`src/pff_pkg.sv`:
```
`timescale 1ns / 1ps
// ----------------------------------------------------------------------------
// pff_pkg
// Shared types, sizes and codes of the peer freshness filter.
// ----------------------------------------------------------------------------
package pff_pkg;

   // sizing
   localparam int MAX_SENDERS = 8;
   localparam int SEQ_BITS    = 32;
   localparam int AGE_BITS    = 16;
   localparam int IDX_W       = $clog2(MAX_SENDERS);
   localparam int TIMEOUT_W   = 16;
   localparam int COUNT_W     = 4;
   localparam int CSR_DATA_W  = 16;
   localparam int CSR_IDX_W   = 2;

   // shared adder width covers sequence, age and timeout operands
   localparam int ALU_W_A = (SEQ_BITS > AGE_BITS) ? SEQ_BITS : AGE_BITS;
   localparam int ALU_W   = (ALU_W_A > TIMEOUT_W) ? ALU_W_A : TIMEOUT_W;

   // operation codes
   localparam logic [1:0] OP_PACKET = 2'd0;
   localparam logic [1:0] OP_TICK   = 2'd1;
   localparam logic [1:0] OP_POLL   = 2'd2;

   // status codes
   localparam logic [2:0] ST_OK          = 3'd0;
   localparam logic [2:0] ST_BAD_VERSION = 3'd1;
   localparam logic [2:0] ST_BAD_ID      = 3'd2;
   localparam logic [2:0] ST_ECHO        = 3'd3;
   localparam logic [2:0] ST_STALE       = 3'd4;
   localparam logic [2:0] ST_DONE        = 3'd5;

   // register indexes
   localparam logic [CSR_IDX_W-1:0] CSR_LOCAL_ID = 2'd0;
   localparam logic [CSR_IDX_W-1:0] CSR_VERSION  = 2'd1;
   localparam logic [CSR_IDX_W-1:0] CSR_TIMEOUT  = 2'd2;

   typedef struct packed {
      logic [1:0]  op;
      logic [7:0]  version;
      logic [7:0]  sender_id;
      logic [31:0] sequence_req;
   } pff_req_type;

   typedef struct packed {
      logic [2:0] status;
      logic [3:0] live_senders;
   } pff_rsp_type;

   // slot store write controls
   typedef struct packed {
      logic                active_en;
      logic                active;
      logic                seq_en;
      logic [SEQ_BITS-1:0] seq;
      logic                age_en;
      logic [AGE_BITS-1:0] age;
   } pff_slot_wr_type;

   // slot store read data
   typedef struct packed {
      logic                active;
      logic [SEQ_BITS-1:0] seq;
      logic [AGE_BITS-1:0] age;
   } pff_slot_rd_type;

   // shared adder operands
   typedef struct packed {
      logic [ALU_W-1:0] x;
      logic [ALU_W-1:0] y;
      logic             cin;
   } pff_alu_op_type;

endpackage

```
`src/pff_alu.sv`:
```
`timescale 1ns / 1ps
// ----------------------------------------------------------------------------
// pff_alu
// Shared adder: sequence compare, age increment and age/timeout compare.
// ----------------------------------------------------------------------------
module pff_alu (
   input  pff_pkg::pff_alu_op_type   alu_op,
   output logic [pff_pkg::ALU_W:0]   alu_sum
);

   // x + y + cin with carry out on the top bit
   assign alu_sum = {1'b0, alu_op.x} + {1'b0, alu_op.y}
                    + {{pff_pkg::ALU_W{1'b0}}, alu_op.cin};

endmodule

```
`src/pff_slot_store.sv`:
```
`timescale 1ns / 1ps
// ----------------------------------------------------------------------------
// pff_slot_store
// Per-sender active flag, last sequence and age, one slot per access.
// ----------------------------------------------------------------------------
module pff_slot_store (
   input  logic                          clock,
   input  logic                          reset,
   input  logic [pff_pkg::IDX_W-1:0]     slot_idx,
   input  pff_pkg::pff_slot_wr_type      slot_wr,
   output pff_pkg::pff_slot_rd_type      slot_rd
);

   logic                         active_ff [pff_pkg::MAX_SENDERS];
   logic [pff_pkg::SEQ_BITS-1:0] seq_ff    [pff_pkg::MAX_SENDERS];
   logic [pff_pkg::AGE_BITS-1:0] age_ff    [pff_pkg::MAX_SENDERS];

   // active flags clear at reset; sequence and age are rewritten on activation
   always_ff @(posedge clock) begin
      if (reset) begin
         for (int i = 0; i < pff_pkg::MAX_SENDERS; i++) begin
            active_ff[i] <= 1'b0;
         end
      end else if (slot_wr.active_en) begin
         active_ff[slot_idx] <= slot_wr.active;
      end
   end

   // sequence and age storage
   always_ff @(posedge clock) begin
      if (slot_wr.seq_en) begin
         seq_ff[slot_idx] <= slot_wr.seq;
      end
      if (slot_wr.age_en) begin
         age_ff[slot_idx] <= slot_wr.age;
      end
   end

   // read of the selected slot
   assign slot_rd.active = active_ff[slot_idx];
   assign slot_rd.seq    = seq_ff[slot_idx];
   assign slot_rd.age    = age_ff[slot_idx];

endmodule

```
`src/peer_freshness_filter_unit.sv`:
```
`timescale 1ns / 1ps
// ----------------------------------------------------------------------------
// peer_freshness_filter_unit
// Per-sender sequence filter with liveness timeout, one slot per cycle.
// ----------------------------------------------------------------------------
// A word is taken when start is high and busy is low. A packet header is
// accepted and then checked and updated on the addressed sender slot in
// S_PKT. A tick or a poll walks all MAX_SENDERS slots, one per cycle
// through the single shared adder. An unused op code is answered from idle
// with ST_DONE. Each result appears on rsp_word for exactly one cycle with
// rsp_valid high, the cycle after the last work cycle; the receiver cannot
// stall it, so it must capture it then.
// Configuration writes on csr_we take effect at once and are meant for idle.
// ----------------------------------------------------------------------------
module peer_freshness_filter_unit (
   input  logic                                clock,
   input  logic                                reset,
   input  logic                                start,
   output logic                                busy,
   input  pff_pkg::pff_req_type                req_word,
   output logic                                rsp_valid,
   output pff_pkg::pff_rsp_type                rsp_word,
   input  logic                                csr_we,
   input  logic [pff_pkg::CSR_IDX_W-1:0]       csr_index,
   input  logic [pff_pkg::CSR_DATA_W-1:0]      csr_wdata
);

   typedef enum logic [3:0] {
      S_IDLE = 4'b0001,
      S_PKT  = 4'b0010,
      S_TICK = 4'b0100,
      S_POLL = 4'b1000
   } pff_state_type;

   localparam logic [pff_pkg::IDX_W-1:0] LAST_IDX =
      pff_pkg::IDX_W'(pff_pkg::MAX_SENDERS - 1);
   localparam logic [pff_pkg::COUNT_W-1:0] COUNT_MAX = '1;

   pff_state_type                   state_ff, state_in;
   logic [pff_pkg::IDX_W-1:0]       idx_ff, idx_in;
   logic [pff_pkg::COUNT_W-1:0]     cnt_ff, cnt_in;
   pff_pkg::pff_req_type            word_ff, word_in;
   logic                            rsp_valid_ff, rsp_valid_in;
   pff_pkg::pff_rsp_type            rsp_ff, rsp_in;
   logic [2:0]                      local_id_ff;
   logic [7:0]                      version_ff;
   logic [pff_pkg::TIMEOUT_W-1:0]   timeout_ff;

   pff_pkg::pff_slot_wr_type        slot_wr;
   pff_pkg::pff_slot_rd_type        slot_rd;
   pff_pkg::pff_alu_op_type         alu_op;
   logic [pff_pkg::ALU_W:0]         alu_sum;

   logic                            carry;
   logic [pff_pkg::SEQ_BITS-1:0]    seq_lat;
   logic                            age_gt;
   logic                            keep;
   logic [pff_pkg::COUNT_W-1:0]     cnt_next;
   logic [2:0]                      pkt_status;

   pff_slot_store u_store (
      .clock    (clock),
      .reset    (reset),
      .slot_idx (idx_ff),
      .slot_wr  (slot_wr),
      .slot_rd  (slot_rd)
   );

   pff_alu u_alu (
      .alu_op  (alu_op),
      .alu_sum (alu_sum)
   );

   assign carry   = alu_sum[pff_pkg::ALU_W];
   assign seq_lat = word_ff.sequence_req[pff_pkg::SEQ_BITS-1:0];
   assign age_gt  = ~carry;
   assign keep    = slot_rd.active & ~age_gt;

   // configuration registers
   always_ff @(posedge clock) begin
      if (reset) begin
         local_id_ff <= 3'd0;
         version_ff  <= 8'd1;
         timeout_ff  <= pff_pkg::TIMEOUT_W'(1000);
      end else if (csr_we) begin
         case (csr_index)
            pff_pkg::CSR_LOCAL_ID: local_id_ff <= csr_wdata[2:0];
            pff_pkg::CSR_VERSION:  version_ff  <= csr_wdata[7:0];
            pff_pkg::CSR_TIMEOUT:  timeout_ff  <= csr_wdata[pff_pkg::TIMEOUT_W-1:0];
            default: ;
         endcase
      end
   end

   // shared adder operand select
   always_comb begin
      alu_op.x   = '0;
      alu_op.y   = '0;
      alu_op.cin = 1'b1;
      case (state_ff)
         S_PKT: begin
            // carry set when sequence <= stored sequence
            alu_op.x = pff_pkg::ALU_W'(slot_rd.seq);
            alu_op.y = ~pff_pkg::ALU_W'(seq_lat);
         end
         S_TICK: begin
            alu_op.x = pff_pkg::ALU_W'(slot_rd.age);
         end
         S_POLL: begin
            // carry clear when age exceeds timeout
            alu_op.x = pff_pkg::ALU_W'(timeout_ff);
            alu_op.y = ~pff_pkg::ALU_W'(slot_rd.age);
         end
         default: ;
      endcase
   end

   // packet checks in priority order
   always_comb begin
      if (word_ff.version != version_ff) begin
         pkt_status = pff_pkg::ST_BAD_VERSION;
      end else if (word_ff.sender_id >= 8'(pff_pkg::MAX_SENDERS)) begin
         pkt_status = pff_pkg::ST_BAD_ID;
      end else if (word_ff.sender_id == {5'd0, local_id_ff}) begin
         pkt_status = pff_pkg::ST_ECHO;
      end else if (slot_rd.active && carry) begin
         pkt_status = pff_pkg::ST_STALE;
      end else begin
         pkt_status = pff_pkg::ST_OK;
      end
   end

   // saturating live count
   assign cnt_next = (keep && cnt_ff != COUNT_MAX) ? cnt_ff + 1'b1 : cnt_ff;

   // sequencer
   always_comb begin
      state_in     = state_ff;
      idx_in       = idx_ff;
      cnt_in       = cnt_ff;
      word_in      = word_ff;
      rsp_valid_in = 1'b0;
      rsp_in       = rsp_ff;
      slot_wr      = '0;
      case (state_ff)
         S_IDLE: begin
            if (start) begin
               word_in = req_word;
               case (req_word.op)
                  pff_pkg::OP_PACKET: begin
                     state_in = S_PKT;
                     idx_in   = req_word.sender_id[pff_pkg::IDX_W-1:0];
                  end
                  pff_pkg::OP_TICK: begin
                     state_in = S_TICK;
                     idx_in   = '0;
                  end
                  pff_pkg::OP_POLL: begin
                     state_in = S_POLL;
                     idx_in   = '0;
                     cnt_in   = '0;
                  end
                  default: begin
                     rsp_valid_in        = 1'b1;
                     rsp_in.status       = pff_pkg::ST_DONE;
                     rsp_in.live_senders = '0;
                  end
               endcase
            end
         end
         S_PKT: begin
            if (pkt_status == pff_pkg::ST_OK) begin
               slot_wr.active_en = 1'b1;
               slot_wr.active    = 1'b1;
               slot_wr.seq_en    = 1'b1;
               slot_wr.seq       = seq_lat;
               slot_wr.age_en    = 1'b1;
               slot_wr.age       = '0;
            end
            rsp_valid_in        = 1'b1;
            rsp_in.status       = pkt_status;
            rsp_in.live_senders = '0;
            state_in            = S_IDLE;
         end
         S_TICK: begin
            // overflow out of the age width means the age is saturated
            slot_wr.age_en = ~alu_sum[pff_pkg::AGE_BITS];
            slot_wr.age    = alu_sum[pff_pkg::AGE_BITS-1:0];
            if (idx_ff == LAST_IDX) begin
               rsp_valid_in        = 1'b1;
               rsp_in.status       = pff_pkg::ST_DONE;
               rsp_in.live_senders = '0;
               state_in            = S_IDLE;
            end else begin
               idx_in = idx_ff + 1'b1;
            end
         end
         S_POLL: begin
            slot_wr.active_en = slot_rd.active & age_gt;
            slot_wr.active    = 1'b0;
            cnt_in            = cnt_next;
            if (idx_ff == LAST_IDX) begin
               rsp_valid_in        = 1'b1;
               rsp_in.status       = pff_pkg::ST_DONE;
               rsp_in.live_senders = cnt_next;
               state_in            = S_IDLE;
            end else begin
               idx_in = idx_ff + 1'b1;
            end
         end
         default: begin
            state_in = S_IDLE;
         end
      endcase
   end

   // control registers
   always_ff @(posedge clock) begin
      if (reset) begin
         state_ff     <= S_IDLE;
         rsp_valid_ff <= 1'b0;
      end else begin
         state_ff     <= state_in;
         rsp_valid_ff <= rsp_valid_in;
      end
   end

   // payload registers
   always_ff @(posedge clock) begin
      idx_ff  <= idx_in;
      cnt_ff  <= cnt_in;
      word_ff <= word_in;
      rsp_ff  <= rsp_in;
   end

   assign busy      = (state_ff != S_IDLE);
   assign rsp_valid = rsp_valid_ff;
   assign rsp_word  = rsp_ff;

endmodule
```
`config.mk`:
```
export PLATFORM = sky130hd
export DESIGN_NAME = peer_freshness_filter_unit
export DESIGN_NICKNAME = d
export VERILOG_FILES = /design/src/pff_pkg.sv /design/src/pff_alu.sv /design/src/pff_slot_store.sv /design/src/peer_freshness_filter_unit.sv
export SDC_FILE = /design/constraint.sdc
export NUM_CORES = 1
export LEC_CHECK = 0
export BUFFER_PORTS_ARGS = -buffer_cell sky130_fd_sc_hd__buf_4
export CAP_MARGIN = 20
export CORE_MARGIN = 4
export CORE_UTILIZATION = 35
export DETAILED_ROUTE_END_ITERATION = 8
export SKIP_LAST_GASP = 1
export SYNTH_ARGS = -nofsm -noshare
export SYNTH_HDL_FRONTEND = slang
export SYNTH_SLANG_ARGS = --single-unit
export TNS_END_PERCENT = 20
```
`constraint.sdc`:
```
create_clock -name clock -period 5.9 [get_ports clock]
set_input_delay 0.295 -clock clock [delete_from_list [all_inputs] [get_ports clock]]
set_output_delay 0.295 -clock clock [all_outputs]
set_load 0.01 [all_outputs]
```
# Word level (Yosys, flattened, before mapping)
# Memory sizes are Yosys's and may differ from the RTL's. A register that Yosys moved wholly into a read port is not among the register bits.
# Index checks and enable logic that the tools add are counted.
# word_totals
mem_count	3
out_inout_bits	9
inputBits	72
ff_bits	94
mem_bits_rw	392
# memory_table
name	words	width	rd	rd_ports_with_merged_regs	wr	line_no	rtl
u_store.seq_ff	8	32	1	1	1	pff_slot_store.sv:15	logic [pff_pkg::SEQ_BITS-1:0] seq_ff [pff_pkg::MAX_SENDERS];
u_store.age_ff	8	16	1	1	1	pff_slot_store.sv:16	logic [pff_pkg::AGE_BITS-1:0] age_ff [pff_pkg::MAX_SENDERS];
u_store.active_ff	8	1	1	1	8	pff_slot_store.sv:14	logic active_ff [pff_pkg::MAX_SENDERS];
# op_classes
bitwise	6
reduce_logical	20
n_mux	46
add_sub_neg	4
eq_ne	22
order_cmp	1
# ops
cell	n
$pmux W32 S3	1
$pmux W32 S2	1
$mux W52	1
$pmux W17 S2	1
$add A32 B32 Y33	1
$add A33 B1 Y33 const B	1
$mux W33	1
$not A16 Y32	1
$not A32 Y32	1
$mux W3	10
$mux W7	4
$pmux W7 S4	1
$mux W4	5
$pmux W4 S2	2
$mux W1	14
$pmux W3 S2	2
$pmux W4 S3	1
$ne A2 B2 Y1 const B	5
$eq A8 B3 Y1	1
$ge A8 B4 Y1 const B	1
$ne A4 B1 Y1 const B	2
$ne A8 B8 Y1	1
$reduce_and A2 Y1	4
$reduce_and A3 Y1	2
26 further kinds	35

# Logic depth before layout (Yosys ltp)
# logic_depth
word_depth	17
ltp_mapped	16

# Modules after synthesis
# Synthesis repeated with hierarchy kept, for this count alone.
# hier_totals
cells_unflattened	1316
area_unflattened_um2	21269.1
# by_module_without_submodules
mod	seq_area_each_um2	n_inst	area_per_inst_um2	cells_per_inst
pff_slot_store	11771.3	1	14958.1	627
peer_freshness_filter_unit	2502.4	1	4619.4	456
pff_alu	0.0	1	1691.6	233

# Least setup slack after synthesis
# No wires, ideal clock.
# synth_path
path_type	reg2reg
start	reg (tool-made name)
end	mem u_store.seq_ff[7][0] (netlist name), enable pin
t_arrival_ps	4808
stages_incl_launch_ff	16
required_ps	5479
setup_time_ps	421
slack_ps	671
path_cell_list	dfxtp_1 buf_2 buf_2 mux4_2 mux2_2 a22oi_1 o21ai_0 ha_1 a21oi_1 o21bai_1 a221oi_1 o21ai_2 a22oi_4 nand3_2 buf_6 nor2_1
# synth_lines
item	line_no
to (decl)	pff_slot_store.sv:15

==> results.json <==
{
  "status": "finished, final reports clean",
  "synth_top_family_by_area": "multiplexers",
  "globalRoute.totalOverflow": 0,
  "rsz0062_at_grt": "false",
  "peakVddDrop_mv": 0.196,
  "p_total_w": 0.00749,
  "yosysTopAreaCell": "edfxtp_1",
  "async_flop_share": 0,
  "htree_levels": 2,
  "die_x_um": 250,
  "slew_headroom": 0.364,
  "drtPass1Iterations": 7,
  "yosys_warnings": 0,
  "worstMarginPinSlew_ns": 0.953,
  "io_pins": 81,
  "start_util": 0.355,
  "reg2regPathDepth": 15,
  "tritoncts": "yes",
  "post_drt_wl_per_cell_um": 21.8,
  "grt_pass1_wl_mm": 71.0,
  "dieArea_um2": 62500,
  "min_path_cells": 3,
  "vias_per_cell": 5.18,
  "placed_area_um2": 22300,
  "path_class": "flop to flop",
  "synth_compound_area_frac": 0.0513,
  "whs_ns": 0.0471,
  "finalCriticalPeriod_ns": 4.88,
  "nets": 1482,
  "die_h_um": 250,
  "synth_fa_ha_area_frac": 0.0254,
  "tns_ns": 0,
  "final_cell_area_um2": 24700,
  "grt_pass1_vias": 11506,
  "cp.arrival_ns": 5.15,
  "wl_mm": 47.3,
  "place_congestion": 0.818,
  "crit_family": "compound AO/OA/AOI/OAI gates",
  "finalHoldViolCount": 0,
  "worstSkewPairLatency_ns": 0.60,
  "clockBufferDepth": 3,
  "slew_violations": 0,
  "synth_xor_area_frac": 0.00983,
  "synth.yosys.seq_area_share": 0.699,
  "dp_hpwl_mm": 29.2,
  "clock_skew_ns": 0.0225,
  "synth-seq-cells": 489,
  "rows": 88,
  "setup_viol": 0,
  "ctsHoldBuffers": 64,
  "fillCellCount": 5019,
  "core_um2": 57800,
  "cts_resized": 0,
  "vias": 11235,
  "cp-end-kind": "flop",
  "fmax_mhz": 205,
  "yosys.area_share.simple": 0.0592,
  "drive_gt1_frac": 0.238,
  "p_leak_nw": 7.30,
  "p_per_area_nw_per_um2": 304,
  "slowest_delay_ns": 0.57,
  "final_util": 0.427,
  "syn_area_um2": 20500,
  "track_usage": 0.148,
  "grt_max_degree": 67,
  "antenna_cells": 0,
  "drt_iter0_drc": 980,
  "cts-root-buf": "clkbuf_16",
  "crit_chain": "buf_12 -> buf_12 -> mux4_2 -> mux2i_1 -> o21ai_0 -> ha_1 -> a21oi_1 -> o21bai_1 -> a221oi_1 -> o21ai_2 -> a22oi_4 -> nand3_2 -> buf_4 -> nor2_4 -> buf_12",
  "cts_setup_buffers": 0,
  "syn_avg_cell_area_um2": 17.2,
  "synth_cells": 1193,
  "critPathRequiredTime_ns": 6.17,
  "ant_nets": 0,
  "syn_nets": 1306,
  "cp-start-kind": "flop",
  "timing.final.crit_share": 0.827,
  "netlist.area_leader.share": 0.665,
  "yosysUniqueCellTypes": 61,
  "synth_area_leaders": "edfxtp_1, mux4_2, dfxtp_1, ha_1, mux2i_1",
  "clkSinkCount": 489,
  "io_buffers": 80,
  "min_path_type": "input port to flop",
  "crit_buf_inv": 4,
  "worstSetupPathDepth": 15,
  "drc": 0,
  "crit_slowest_cell": "dfxtp_4",
  "ys.flop_type": "edfxtp_1",
  "critPathMostFrequentCell": "buf_12",
  "synthMuxAreaShare": 0.140,
  "synth_edf_count": 454,
  "critPathMaxFanout": 32,
  "cts_made_buffers": 51,
  "antenna_found_initial": 0,
  "syn_to_final_growth_pct": 20.3,
  "max_cap_violations": 0,
  "path_clk_slew_ns": 0.06
}
[report_power, final]
part / leakage [nW] / internal (W) / switching (W)
Sequential: 3.61 / 0.00379 / 0.0000799
Clock: 0.812 / 0.00191 / 0.00132
Combinational: 2.88 / 0.000205 / 0.000182
[synth_stat cells (all sizes together) (17+ instances only)]
cell,n
a21oi,34
and2,34
buf,24
clkbuf,38
dfxtp,35
edfxtp,454
ha,40
mux2,17
mux2i,45
mux4,98
nand2,57
nand3b,18
nor2,80
o21ai,48
xnor2,17
[cell type report]
class	count	area, um^2	share of cell area
inverters	15	56.3	0.00228
well taps	765	957	0.0388
multi-input cells	627	5930	0.240
clock buffers	63	1320	0.0536
clock inverters	27	350	0.0142
repair buffers	185	1700	0.0689
flip-flops and latches	489	14300	0.582
[flip-flops by register name, summed over array words and instances, names as in the netlist, 7 cells and up, named ones only]
signal             cells
seq_lat               32
word_ff               16
u_store.age_ff       128
u_store.active_ff      8
u_store.seq_ff       256
rsp_word               7
version_ff             8
timeout_ff            16
[cells by family after synthesis]
logic type	after synthesis
compound gates	162
simple gates	241
xor+xnor	23
fa+ha+maj	41
buf+inv	77
mux	160
flops	489
[worst paths after layout]
kind,slack [ns],to,startpoint
hold / removal,0.05,state_ff[1],start
setup / recovery,1.02,u_store.seq_ff[7][23],flop
setup reg to reg,1.02,u_store.seq_ff[7][23],flop
hold reg to reg,0.50,timeout_ff[14],timeout_ff[14]
[layout by cell type (no fill, tap or decap), types with 10 or more instances in the layout]
cell / n
a21oi_1: 33
inv_1: 15
edfxtp_1: 454
buf_4: 109
mux2_2: 17
clkbuf_1: 12
a22oi_1: 14
and2_1: 33
nor3_1: 12
nand3b_1: 18
clkbuf_16: 51
ha_1: 40
xnor2_1: 17
nor2_1: 70
nand4_1: 10
nand2_1: 57
o21bai_1: 11
o21ai_0: 45
buf_12: 12
mux2i_1: 44
dlygate4sd3_1: 64
dfxtp_1: 32
o22ai_1: 15
mux4_2: 98
[per-stage QoR]
stage | setup slack (ns) | cells
after detailed placement | 1.00 | 2017
after CTS | 0.993 | 2171
after floorplan | 0.671 | 1193
after global routing | 0.650 | 2171
final | 1.02 | 2171
after global placement | 1.09 | 2017
[routing by layer]
metal  GRT usage  part of all wire
met1       0.204              0.44
met2       0.239              0.47
met3      0.0381             0.071
met4      0.0322             0.017
met5           0                 0
[worst min-delay path: stages]
cell and delay (ns):
buf_4 0.12, o31ai_1 0.11, nor4b_1 0.07
Power figures use the tool's default switching activity.
